==> src/rtl/asci_pkg.sv <==
// Shared constants, codes and types of the audio sample counter interface.
package asci_pkg;

  localparam logic [15:0] AddrControl = 16'h6C00;
  localparam logic [15:0] AddrVolume  = 16'h6C04;
  localparam logic [15:0] AddrCounter = 16'h6C08;
  localparam logic [15:0] AddrTiming  = 16'h6C0C;

  localparam logic [15:0] RateHigh = 16'd48000;
  localparam logic [15:0] RateLow  = 16'd32000;

  localparam logic [43:0] CpsReset = 44'hFFF_FFFF_FFFF;
  localparam logic [31:0] TpsReset = 32'd486000000;

  // control bit positions
  localparam int unsigned CbPlay  = 0;
  localparam int unsigned CbRate  = 1;
  localparam int unsigned CbMask  = 2;
  localparam int unsigned CbPend  = 3;
  localparam int unsigned CbValid = 4;
  localparam int unsigned CbScres = 5;
  localparam int unsigned CbDac   = 6;

  localparam logic [6:0] CbReset = 7'h02;

  // last step indices of the shared unit
  localparam logic [5:0] DivLastStep = 6'd63;
  localparam logic [5:0] MulLastStep = 6'd31;

  typedef enum logic [1:0] {
    MODE_READ  = 2'd0,
    MODE_WRITE = 2'd1,
    MODE_TICK  = 2'd2
  } asci_mode_e;

  typedef enum logic {
    OP_DIV = 1'b0,
    OP_MUL = 1'b1
  } asci_op_e;

  typedef struct packed {
    logic     start;
    asci_op_e op;
  } asci_cmd_t;

  typedef struct packed {
    logic busy;
    logic done;
  } asci_stat_t;

endpackage

==> src/rtl/asci_intf.sv <==
// Valid/ready channel interfaces for request and response beats.
interface asci_req_if;
  logic        valid;
  logic        ready;
  logic [1:0]  mode;
  logic [15:0] address;
  logic [31:0] write_data;
  logic [63:0] now_ticks;

  modport source (output valid, mode, address, write_data, now_ticks, input ready);
  modport sink   (input valid, mode, address, write_data, now_ticks, output ready);
endinterface

interface asci_rsp_if;
  logic        valid;
  logic        ready;
  logic [31:0] read_data;
  logic        interrupt_line;
  logic        bad_address;

  modport source (output valid, read_data, interrupt_line, bad_address, input ready);
  modport sink   (input valid, read_data, interrupt_line, bad_address, output ready);
endinterface

==> src/rtl/asci_iter_unit.sv <==
// Shared iterative unit: restoring 64/44-bit divider and 32x64 shift-add multiplier.
module asci_iter_unit
  import asci_pkg::*;
(
  input  logic        clk_i,
  input  logic        rst_ni,
  input  asci_cmd_t   cmd_i,
  input  logic [63:0] opa_i,
  input  logic [43:0] opb_i,
  output asci_stat_t  stat_o,
  output logic [63:0] quo_o,
  output logic [63:0] prod_o
);

  asci_op_e    op_q, op_d;
  logic        busy_q, busy_d;
  logic        done_q, done_d;
  logic [5:0]  cnt_q, cnt_d;
  logic [63:0] a_q, a_d;
  logic [63:0] b_q, b_d;
  logic [43:0] rem_q, rem_d;
  logic [63:0] acc_q, acc_d;
  logic [45:0] trial;
  logic        ge;
  logic        last;

  always_comb begin
    trial = {1'b0, rem_q, a_q[63]} - {2'b00, b_q[43:0]};
    ge    = ~trial[45];
    last  = (op_q == OP_DIV) ? (cnt_q == DivLastStep) : (cnt_q == MulLastStep);

    op_d   = op_q;
    busy_d = busy_q;
    done_d = 1'b0;
    cnt_d  = cnt_q;
    a_d    = a_q;
    b_d    = b_q;
    rem_d  = rem_q;
    acc_d  = acc_q;

    if (cmd_i.start) begin
      op_d   = cmd_i.op;
      busy_d = 1'b1;
      cnt_d  = '0;
      a_d    = opa_i;
      b_d    = {20'd0, opb_i};
      rem_d  = '0;
      acc_d  = '0;
    end else if (busy_q) begin
      cnt_d = cnt_q + 6'd1;
      if (op_q == OP_DIV) begin
        // shift in one dividend bit, subtract when it fits
        rem_d = ge ? trial[43:0] : {rem_q[42:0], a_q[63]};
        a_d   = {a_q[62:0], ge};
      end else begin
        acc_d = a_q[0] ? (acc_q + b_q) : acc_q;
        b_d   = {b_q[62:0], 1'b0};
        a_d   = {1'b0, a_q[63:1]};
      end
      if (last) begin
        busy_d = 1'b0;
        done_d = 1'b1;
      end
    end
  end

  always_ff @(posedge clk_i or negedge rst_ni) begin
    if (!rst_ni) begin
      op_q   <= OP_DIV;
      busy_q <= 1'b0;
      done_q <= 1'b0;
      cnt_q  <= '0;
    end else begin
      op_q   <= op_d;
      busy_q <= busy_d;
      done_q <= done_d;
      cnt_q  <= cnt_d;
    end
  end

  always_ff @(posedge clk_i) begin
    a_q   <= a_d;
    b_q   <= b_d;
    rem_q <= rem_d;
    acc_q <= acc_d;
  end

  assign stat_o = '{busy: busy_q, done: done_q};
  assign quo_o  = a_q;
  assign prod_o = acc_q;

endmodule

==> src/rtl/audio_sample_counter_interface.sv <==
// Top level of the audio interface register block with its sample counter.
//
//  channel  dir  handshake            beat contents
//  -------  ---  -------------------  ---------------------------------------------
//  req_i    in   valid/ready          mode, address, write_data, now_ticks
//  rsp_o    out  valid/ready          read_data, interrupt_line, bad_address
//  cfg      in   cfg_we_i (no ready)  cfg_wdata_i -> ticks per second
//
//  Reads, plain writes, mode three and ticks with play off or a zero period go
//  from accept straight to the response state; a tick with at most one sample
//  period elapsed passes the compare state first. A control write makes one
//  64-step pass of the shared divider. A tick that advances the counter runs
//  compare, 64 divide steps, 32 multiply steps and the interrupt update in turn.
//  One request is in flight at a time. The response sits in an output register,
//  so a stalled sink holds only the final step. Reset is asynchronous, active low.
module audio_sample_counter_interface
  import asci_pkg::*;
(
  input  logic          clk_i,
  input  logic          rst_ni,
  input  logic          cfg_we_i,
  input  logic [31:0]   cfg_wdata_i,
  asci_req_if.sink      req_i,
  asci_rsp_if.source    rsp_o
);

  typedef enum logic [2:0] {
    ST_IDLE,
    ST_CPS,
    ST_CMP,
    ST_DIV,
    ST_MUL,
    ST_IRQ,
    ST_DONE
  } state_e;

  state_e      state_q, state_d;
  logic [31:0] tps_q, tps_d;
  logic [6:0]  cb_q, cb_d;
  logic [31:0] vol_q, vol_d;
  logic [31:0] sc_q, sc_d;
  logic [31:0] tim_q, tim_d;
  logic [63:0] last_q, last_d;
  logic [43:0] cps_q, cps_d;
  logic [63:0] diff_q, diff_d;
  logic [31:0] n_q, n_d;
  logic [31:0] rd_q, rd_d;
  logic        bad_q, bad_d;

  logic        ovld_q, ovld_d;
  logic [31:0] ord_q, ord_d;
  logic        oirq_q, oirq_d;
  logic        obad_q, obad_d;

  asci_cmd_t   cmd;
  asci_stat_t  stat;
  logic [63:0] opa;
  logic [43:0] opb;
  logic [63:0] quo;
  logic [63:0] prod;

  logic        accept;
  logic [6:0]  wcb;
  logic [15:0] rate;

  asci_iter_unit u_iter (
    .clk_i  (clk_i),
    .rst_ni (rst_ni),
    .cmd_i  (cmd),
    .opa_i  (opa),
    .opb_i  (opb),
    .stat_o (stat),
    .quo_o  (quo),
    .prod_o (prod)
  );

  assign req_i.ready = (state_q == ST_IDLE);
  assign accept      = req_i.valid && req_i.ready;

  always_comb begin
    state_d = state_q;
    tps_d   = cfg_we_i ? cfg_wdata_i : tps_q;
    cb_d    = cb_q;
    vol_d   = vol_q;
    sc_d    = sc_q;
    tim_d   = tim_q;
    last_d  = last_q;
    cps_d   = cps_q;
    diff_d  = diff_q;
    n_d     = n_q;
    rd_d    = rd_q;
    bad_d   = bad_q;
    ovld_d  = ovld_q && !rsp_o.ready;
    ord_d   = ord_q;
    oirq_d  = oirq_q;
    obad_d  = obad_q;
    cmd     = '{start: 1'b0, op: OP_DIV};
    opa     = diff_q;
    opb     = cps_q;

    // control write: take play/rate/mask/valid/DAC, write one to clear pending
    wcb  = '0;
    wcb[CbPlay]  = req_i.write_data[CbPlay];
    wcb[CbRate]  = req_i.write_data[CbRate];
    wcb[CbMask]  = req_i.write_data[CbMask];
    wcb[CbPend]  = cb_q[CbPend] && !req_i.write_data[CbPend];
    wcb[CbValid] = req_i.write_data[CbValid];
    wcb[CbDac]   = req_i.write_data[CbDac];
    rate = req_i.write_data[CbRate] ? RateHigh : RateLow;

    case (state_q)
      ST_IDLE: begin
        if (accept) begin
          rd_d    = '0;
          bad_d   = 1'b0;
          state_d = ST_DONE;
          case (req_i.mode)
            MODE_READ: begin
              case (req_i.address)
                AddrControl: rd_d = {25'd0, cb_q};
                AddrVolume:  rd_d = vol_q;
                AddrCounter: begin
                  rd_d = sc_q;
                  if (cb_q[CbPlay]) sc_d = sc_q + 32'd1;
                end
                AddrTiming:  rd_d = tim_q;
                default:     bad_d = 1'b1;
              endcase
            end
            MODE_WRITE: begin
              case (req_i.address)
                AddrControl: begin
                  cb_d = wcb;
                  if ((req_i.write_data[CbPlay] != cb_q[CbPlay]) ||
                      req_i.write_data[CbScres]) begin
                    last_d = req_i.now_ticks;
                  end
                  if (req_i.write_data[CbScres]) sc_d = '0;
                  // ticks per sample = ticks per second / rate
                  cmd     = '{start: 1'b1, op: OP_DIV};
                  opa     = {32'd0, tps_q};
                  opb     = {28'd0, rate};
                  state_d = ST_CPS;
                end
                AddrVolume:  vol_d = req_i.write_data;
                AddrCounter: sc_d  = req_i.write_data;
                AddrTiming:  tim_d = req_i.write_data;
                default:     bad_d = 1'b1;
              endcase
            end
            MODE_TICK: begin
              if (cb_q[CbPlay] && (cps_q != '0)) begin
                diff_d  = req_i.now_ticks - last_q;
                state_d = ST_CMP;
              end
            end
            default: ;
          endcase
        end
      end
      ST_CPS: begin
        if (stat.done) begin
          cps_d   = quo[43:0];
          state_d = ST_DONE;
        end
      end
      ST_CMP: begin
        // drop the tick unless more than one whole sample period has elapsed
        if (diff_q <= {20'd0, cps_q}) begin
          state_d = ST_DONE;
        end else begin
          cmd     = '{start: 1'b1, op: OP_DIV};
          opa     = diff_q;
          opb     = cps_q;
          state_d = ST_DIV;
        end
      end
      ST_DIV: begin
        if (stat.done) begin
          n_d     = quo[31:0];
          cmd     = '{start: 1'b1, op: OP_MUL};
          opa     = {32'd0, quo[31:0]};
          opb     = cps_q;
          state_d = ST_MUL;
        end
      end
      ST_MUL: begin
        if (stat.done) begin
          last_d  = last_q + prod;
          sc_d    = sc_q + n_q;
          state_d = ST_IRQ;
        end
      end
      ST_IRQ: begin
        if (cb_q[CbValid] && (sc_q >= tim_q)) cb_d[CbPend] = 1'b1;
        state_d = ST_DONE;
      end
      ST_DONE: begin
        // hold until the output register is free
        if (!ovld_q || rsp_o.ready) begin
          ovld_d  = 1'b1;
          ord_d   = rd_q;
          oirq_d  = cb_q[CbPend] && cb_q[CbMask];
          obad_d  = bad_q;
          state_d = ST_IDLE;
        end
      end
      default: state_d = ST_IDLE;
    endcase
  end

  always_ff @(posedge clk_i or negedge rst_ni) begin
    if (!rst_ni) begin
      state_q <= ST_IDLE;
      tps_q   <= TpsReset;
      cb_q    <= CbReset;
      vol_q   <= '0;
      sc_q    <= '0;
      tim_q   <= '0;
      last_q  <= '0;
      cps_q   <= CpsReset;
      ovld_q  <= 1'b0;
    end else begin
      state_q <= state_d;
      tps_q   <= tps_d;
      cb_q    <= cb_d;
      vol_q   <= vol_d;
      sc_q    <= sc_d;
      tim_q   <= tim_d;
      last_q  <= last_d;
      cps_q   <= cps_d;
      ovld_q  <= ovld_d;
    end
  end

  always_ff @(posedge clk_i) begin
    diff_q <= diff_d;
    n_q    <= n_d;
    rd_q   <= rd_d;
    bad_q  <= bad_d;
    ord_q  <= ord_d;
    oirq_q <= oirq_d;
    obad_q <= obad_d;
  end

  assign rsp_o.valid          = ovld_q;
  assign rsp_o.read_data      = ord_q;
  assign rsp_o.interrupt_line = oirq_q;
  assign rsp_o.bad_address    = obad_q;

endmodule
==> src/flat_wrapper.sv <==
// flat-port wrapper written by rule: the top's interface ports become plain ports
module audio_sample_counter_interface_flat import asci_pkg::*;
  (clk_i, rst_ni, cfg_we_i, cfg_wdata_i, req_i_valid, req_i_mode, req_i_address, req_i_write_data, req_i_now_ticks, req_i_ready, rsp_o_valid, rsp_o_read_data, rsp_o_interrupt_line, rsp_o_bad_address, rsp_o_ready);
  asci_req_if req_i_i ();
  asci_rsp_if rsp_o_i ();
  input  logic clk_i;
  input  logic rst_ni;
  input  logic cfg_we_i;
  input  logic [31:0] cfg_wdata_i;
  input wire logic [$bits(req_i_i.valid)-1:0] req_i_valid;
  input wire logic [$bits(req_i_i.mode)-1:0] req_i_mode;
  input wire logic [$bits(req_i_i.address)-1:0] req_i_address;
  input wire logic [$bits(req_i_i.write_data)-1:0] req_i_write_data;
  input wire logic [$bits(req_i_i.now_ticks)-1:0] req_i_now_ticks;
  output wire logic [$bits(req_i_i.ready)-1:0] req_i_ready;
  output wire logic [$bits(rsp_o_i.valid)-1:0] rsp_o_valid;
  output wire logic [$bits(rsp_o_i.read_data)-1:0] rsp_o_read_data;
  output wire logic [$bits(rsp_o_i.interrupt_line)-1:0] rsp_o_interrupt_line;
  output wire logic [$bits(rsp_o_i.bad_address)-1:0] rsp_o_bad_address;
  input wire logic [$bits(rsp_o_i.ready)-1:0] rsp_o_ready;
  assign req_i_i.valid = req_i_valid;
  assign req_i_i.mode = req_i_mode;
  assign req_i_i.address = req_i_address;
  assign req_i_i.write_data = req_i_write_data;
  assign req_i_i.now_ticks = req_i_now_ticks;
  assign req_i_ready = req_i_i.ready;
  assign rsp_o_valid = rsp_o_i.valid;
  assign rsp_o_read_data = rsp_o_i.read_data;
  assign rsp_o_interrupt_line = rsp_o_i.interrupt_line;
  assign rsp_o_bad_address = rsp_o_i.bad_address;
  assign rsp_o_i.ready = rsp_o_ready;
  audio_sample_counter_interface u_core (.clk_i(clk_i), .rst_ni(rst_ni), .cfg_we_i(cfg_we_i), .cfg_wdata_i(cfg_wdata_i), .req_i(req_i_i), .rsp_o(rsp_o_i));
endmodule
==> config.mk <==
export PLATFORM = sky130hd
export DESIGN_NAME = audio_sample_counter_interface_flat
export DESIGN_NICKNAME = d
export VERILOG_FILES = /design/src/rtl/asci_pkg.sv /design/src/rtl/asci_intf.sv /design/src/rtl/asci_iter_unit.sv /design/src/rtl/audio_sample_counter_interface.sv /design/src/flat_wrapper.sv
export SDC_FILE = /design/constraint.sdc
export NUM_CORES = 2
export LEC_CHECK = 0
export BUFFER_PORTS_ARGS = -buffer_cell sky130_fd_sc_hd__buf_2
export CAP_MARGIN = 20
export CORE_ASPECT_RATIO = 0.5
export CORE_MARGIN = 2
export CORE_UTILIZATION = 45
export DETAILED_ROUTE_END_ITERATION = 8
export SLEW_MARGIN = 20
export SYNTH_ARGS = -nofsm -noshare
export SYNTH_HDL_FRONTEND = slang
export SYNTH_SLANG_ARGS = --single-unit
==> constraint.sdc <==
create_clock -name clk_i -period 12.75 [get_ports clk_i]
set_clock_uncertainty 0.2 [all_clocks]
set_input_delay 0 -clock clk_i [delete_from_list [all_inputs] [get_ports clk_i]]
set_output_delay 0 -clock clk_i [all_outputs]
set_load 0.02 [all_outputs]
After elaboration in Yosys (flattened, before gate mapping)
Cells that the tools add are included.

storage, ports and cells
  register bits = 654
  output and inout port bits = 36

cells by class
  equality and inequality tests = 30
  bitwise operators = 2
  reduce and logical (&&, ||, !) cells = 37
  multiplexer cells = 65
  add/subtract/negate cells = 7
  $lt $le $gt $ge = 2

operators with widths
  kind                                                                     count
  64-bit two-way mux                                                       12
  44-bit two-way mux                                                       8
  64-bit case mux with 2 select lines                                      2
  32-bit case mux with 2 select lines                                      3
  32-bit two-way mux                                                       5
  64-bit adder                                                             2
  32-bit case mux with 4 select lines                                      1
  16-bit by 15-bit equality test with 1-bit output, second input constant  4
  64-bit by 44-bit less-or-equal comparator with 1-bit output              1
  64-bit subtractor                                                        1
  45-bit by 44-bit subtractor with 46-bit output                           1
  44-bit nonzero test                                                      1
  32-bit by 1-bit adder with 32-bit output, second input constant          1
  32-bit adder                                                             1
  32-bit >= comparator                                                     1
  3-bit two-way mux                                                        8
  3-bit case mux with 7 select lines                                       1
  16-bit two-way mux                                                       1
  2-bit AND reduction                                                      8
  4-bit AND reduction                                                      4
  2-bit != test, second input constant                                     7
  4-bit two-way mux                                                        3
  6-bit two-way mux                                                        2
  3-bit != test, second input constant                                     4
  other kinds (29)                                                         61

Longest topological paths before layout
  word-level depth = 7
  gate-level depth with buffers = 17
  mapped depth without buffers = 15

By module
A second synthesis with hierarchy kept.

unflattened totals
  cells, all modules = 5070
  area, all modules = 45102.0 µm²

by module, submodules not included
  module                          cells each  area an instance (µm²)  times used
  audio_sample_counter_interface  3055        28483.6                 1
  asci_iter_unit                  2015        16618.4                 1

Worst setup path after synthesis
OpenSTA, ideal clock, no wires.

  path type = register to register
  start point = reg u_core.state_q[0]
  end point = reg u_core.diff_q[0], enable pin
  data arrival time = 5.055 ns
  slack = 7.009 ns
  cell stages (with the launch flop) = 6
  data required time = 12.063 ns
  library setup time = 0.487 ns
  cell sequence = dfrtp_1 > clkbuf_1 > nor3_1 > and2_1 > nand2_1 > nor2_1

between the ends
  longest elaborated chain between the ends = 3

ends and longest elaborated chain
  what                               RTL line                               text
  start: declaration                 audio_sample_counter_interface.sv:37   state_e state_q, state_d;
  start signal: assignment           audio_sample_counter_interface.sv:224  state_q <= state_d;
  3-bit logical NOT (*)              audio_sample_counter_interface.sv:77   assign req_i.ready = (state_q == ST_IDLE);
  named net req_i_ready              flat_wrapper.sv:15                     output wire logic [$bits(req_i_i.ready)-1:0] req_i_ready;
  1-bit logical AND                  audio_sample_counter_interface.sv:78   assign accept = req_i.valid && req_i.ready;
  4-bit AND reduction (no line) (*)  n/a
  end signal: assignment             audio_sample_counter_interface.sv:237  diff_q <= diff_d;
  end: declaration                   audio_sample_counter_interface.sv:45   logic [63:0] diff_q, diff_d;

Mark *: on every way through the listed nets, which the timed path passes. The rest lies on a longest branch.
A chain may end at the register's enable or synchronous reset.

Worst setup path after layout
  start point = reg u_core.u_iter.b_q[1]
  end point = reg u_core.u_iter.a_q[0], in the netlist u_core.u_iter.quo_o[0] (data pin)

between the ends
  longest elaborated chain between the ends = 5

ends and longest elaborated chain
  what                                            RTL line              text
  start: declaration                              asci_iter_unit.sv:20  logic [63:0] b_q, b_d;
  start signal: assignment                        asci_iter_unit.sv:83  b_q <= b_d;
  45-bit by 44-bit subtractor with 46-bit output  asci_iter_unit.sv:28  trial = {1'b0, rem_q, a_q[63]} - {2'b00, b_q[43:0]};
  1-bit inverter                                  asci_iter_unit.sv:29  ge = ~trial[45];
  64-bit two-way mux                              asci_iter_unit.sv:51  if (op_q == OP_DIV) begin
  64-bit two-way mux                              asci_iter_unit.sv:49  end else if (busy_q) begin
  64-bit two-way mux                              asci_iter_unit.sv:41  if (cmd_i.start) begin
  named net u_core.u_iter.a_d[0]                  asci_iter_unit.sv:19  logic [63:0] a_q, a_d;
  end signal: assignment                          asci_iter_unit.sv:82  a_q <= a_d;
  end: declaration                                asci_iter_unit.sv:19

The timed path passes the listed nets, and every way through them passes these cells. The select of a mux whose other input is x is not followed.

==> impl_metrics.py <==
metrics = {
    "worst_setup_path": {
        "crit_path_end_kind": "register",
        "startpoint_type": "register",
        "path_class": "reg2reg",
        "crit_required_ns": 12.94,
        "reg2reg_setup_slack_ns": 7.95,
        "cp_max_fo": 55,
        "crit_arrival_ns": 4.98,
    },
    "sta": {
        "tightest_slew_ns": 1.06,
        "slew_viol_final": 0,
        "final_hold_viol_count": 0,
        "fmax_mhz": 208,
        "min_period_ns": 4.80,
        "period_share": 0.376,
        "max_slew_margin": 0.288,
        "setup_viol": 0,
        "rsz0062_at_grt": "false",
        "setup_tns_ns": 0,
    },
    "grt": {
        "grt_pass1_wl_um": 219000,
        "grtUsageTotal": 0.283,
        "grt_max_degree": 104,
        "grt_pass1_vias": 36300,
        "antenna_found_initial": 9,
        "grt_overflow": 0,
    },
    "synth": {
        "seq_area_frac_synth": 0.389,
        "syn_nets": 5406,
        "yosysWarnings": 0,
        "synth_area_per_cell_sq_um": 8.98,
        "synth_flop_cell": "edfxtp_1",
        "synthCells": 4905,
        "syn_area_sq_um": 44100,
        "ys_async_sr_fraction": 0.390,
        "synth.distinct_cells": 93,
        "synth-seq-cells": 654,
        "synth_edf_count": 271,
    },
    "floorplanning": {
        "dieHeight_um": 225,
        "start_util": 0.452,
        "ios": 187,
        "die-area_sq_um": 101000,
        "row_count": 81,
        "core_area_sq_um": 97400,
        "die_x_um": 447,
    },
    "pwr": {
        "vdd_drop_max_uv": 225,
        "p_leak_uw": 0.0215,
        "p_per_area_nw_per_um2": 203,
        "power.total_uw": 10400,
    },
    "clocking": {
        "numCtsBuffers": 69,
        "clockBufferDepth": 3,
        "cts_root_buf": "clkbuf_16",
        "cts_sinks": 654,
        "tritoncts": "done",
        "clkLatencyLatePin_ns": 0.68,
        "path_clk_slew_ns": 0.07,
        "h-tree-depth": 3,
    },
    "place": {
        "dp_cells": 6191,
        "gp_congestion": 0.976,
        "dp.final_hpwl_um": 106000,
        "port_buffers": 186,
    },
    "route": {
        "ant_nets": 0,
        "wl_per_cell_um": 22.1,
        "drt-pass1-iter-count": 7,
        "drt_wl_total_um": 145000,
        "via_count": 38700,
        "drc_errors": 0,
        "vias_per_cell": 5.88,
        "drtIter0Drc": 3896,
    },
    "final_layout": {
        "final_common_cell": "nand2_1",
        "num-nets-final": 5705,
        "drive_above_1_share": 0.108,
        "mostFrequentLayoutCells": "nand2_1, a21oi_1, o21ai_0",
        "area.growth.synth_to_final_pct": 16.1,
        "fin_cells": 6589,
    },
    "hold_path": {
        "min_path_type": "in2reg",
    },
    "run": {
        "drv_cap": 0,
    },
    "outcome": {
        "status": "finished, final reports clean",
    },
}
flip-flops by register name, summed over array words and instances (netlist names), 3 cells and up:
signal	count
u_core.n_q	32
u_core.u_iter.prod_o	64
u_core.vol_q	32
u_core.tps_q	32
u_core.u_iter.quo_o	64
u_core.rd_q	32
u_core.u_iter.cnt_q	6
u_core.cps_q	44
u_core.tim_q	32
u_core.u_iter.rem_q	44
u_core.sc_q	32
u_core.last_q	64
u_core.cb_q	6
u_core.u_iter.b_q	64
u_core.state_q	3
u_core.rsp_o.read_data	32
u_core.diff_q	64
report_power, final:
part           switching, uW  internal [uW]  leakage, uW
logic                   2910           1970       0.0138
registers                562           2760      0.00664
clock network            951           1230      0.00113
cells in the mapped netlist (all sizes together), types with 11 or more instances:
cell type    n  area, sq um
nand2      500         1880
a31oi       55          350
mux2i      103         1030
o211ai      28          210
nor4        23          150
a21oi      481         2410
ha         345         4320
inv        266          998
edfxtp     271         8140
a21boi      18          139
xor2       116         1020
nor3        50          250
xnor2      153         1340
dfstp       60         1580
o21ai      426         2140
dfrtp      195         4880
nor2b       56          350
clkbuf     216          812
a22oi       41          313
o31ai       18          145
nor2       313         1170
buf         47          214
a211oi      90          681
o21bai      49          368
o31a        14          123
and2        24          150
and3        34          213
a221oi      12          105
nand4       95          594
dfxtp      128         2560
o21a        41          308
mux2       123         1390
nand3      137          686
nand2b      42          263
and4        11         96.3
a21o       186         1400
cells by family (layout without fill, tap and decap cells):
kind of cell             after synthesis  count (layout)  synth area share
AO/OA/AOI/OAI                       1554            1554             0.218
AND/OR/NAND/NOR                     1322            1322             0.138
flip-flops                           654             654             0.389
buffers and inverters                529             882            0.0459
adder cells (fa/ha/maj)              350             350             0.100
XOR/XNOR                             269             269            0.0535
multiplexers                         227             227            0.0553
other                                  0               3                 0
critical path, cell delays in order, from the launching register on:
cell       delay (ns)
edfxtp_1         0.45
inv_1            0.16
ha_1             0.24
nor2b_1          0.14
o21ai_2          0.13
a21boi_0         0.21
o311ai_2         0.69
nor3_1           0.12
or4_4            0.61
o2bb2ai_1        0.21
o41ai_2          0.51
o21ai_4          0.06
buf_4            0.39
mux2i_1          0.26
a21oi_1          0.09
layout make-up:
type,instances,area [sq um]
Clock inverter,38,518
Tap cell,1328,1660
Fill cell,8882,46200
Clock buffer,87,1850
Antenna cell,3,7.51
Multi-Input combinational cell,3722,25000
Sequential cell,654,17200
Inverter,266,998
Timing Repair Buffer,491,3950
timing repair:
action	CTS	global route
setup buffers	0	0
hold buffers	269	0
resized for setup	0	0
hold endpoints to repair	584	0
metal layers:
metal	routed length (um)	track usage	up-vias
li1	-	-	18400
met1	71400	0.440	18700
met2	57400	0.391	1406
met3	13800	0.0655	194
met4	3010	0.0668	0
met5	0	0	-
stage by stage:
step | hold slack [ns] | instance area [sq um] | worst slack (ns) | utilization
after floorplan | -0.496 | 44100 | 7.01 | -
after global placement | -0.144 | 46000 | 7.56 | 0.473
after detailed placement | -0.136 | 46000 | 7.47 | 0.473
after CTS | 0.000273 | 51100 | 7.45 | 0.525
after global routing | 0.0241 | 51200 | 7.78 | 0.525
final | 0.0372 | 51200 | 7.95 | 0.525
path summary, 6_finish.rpt:
kind / from / end / cells after the start
max: u_core.u_iter.b_q[1] / u_core.u_iter.quo_o[0] / 14
min: req_i_now_ticks[37] / u_core.last_q[37] / 4
max reg2reg: u_core.u_iter.b_q[1] / u_core.u_iter.quo_o[0] / 14
min reg2reg: u_core.rd_q[19] / u_core.rsp_o.read_data[19] / 0
max in group asynchronous: rst_ni / u_core.sc_q[26] / 4
min in group asynchronous: rst_ni / u_core.tps_q[7] / 3
Power figures use the tool's default switching activity.
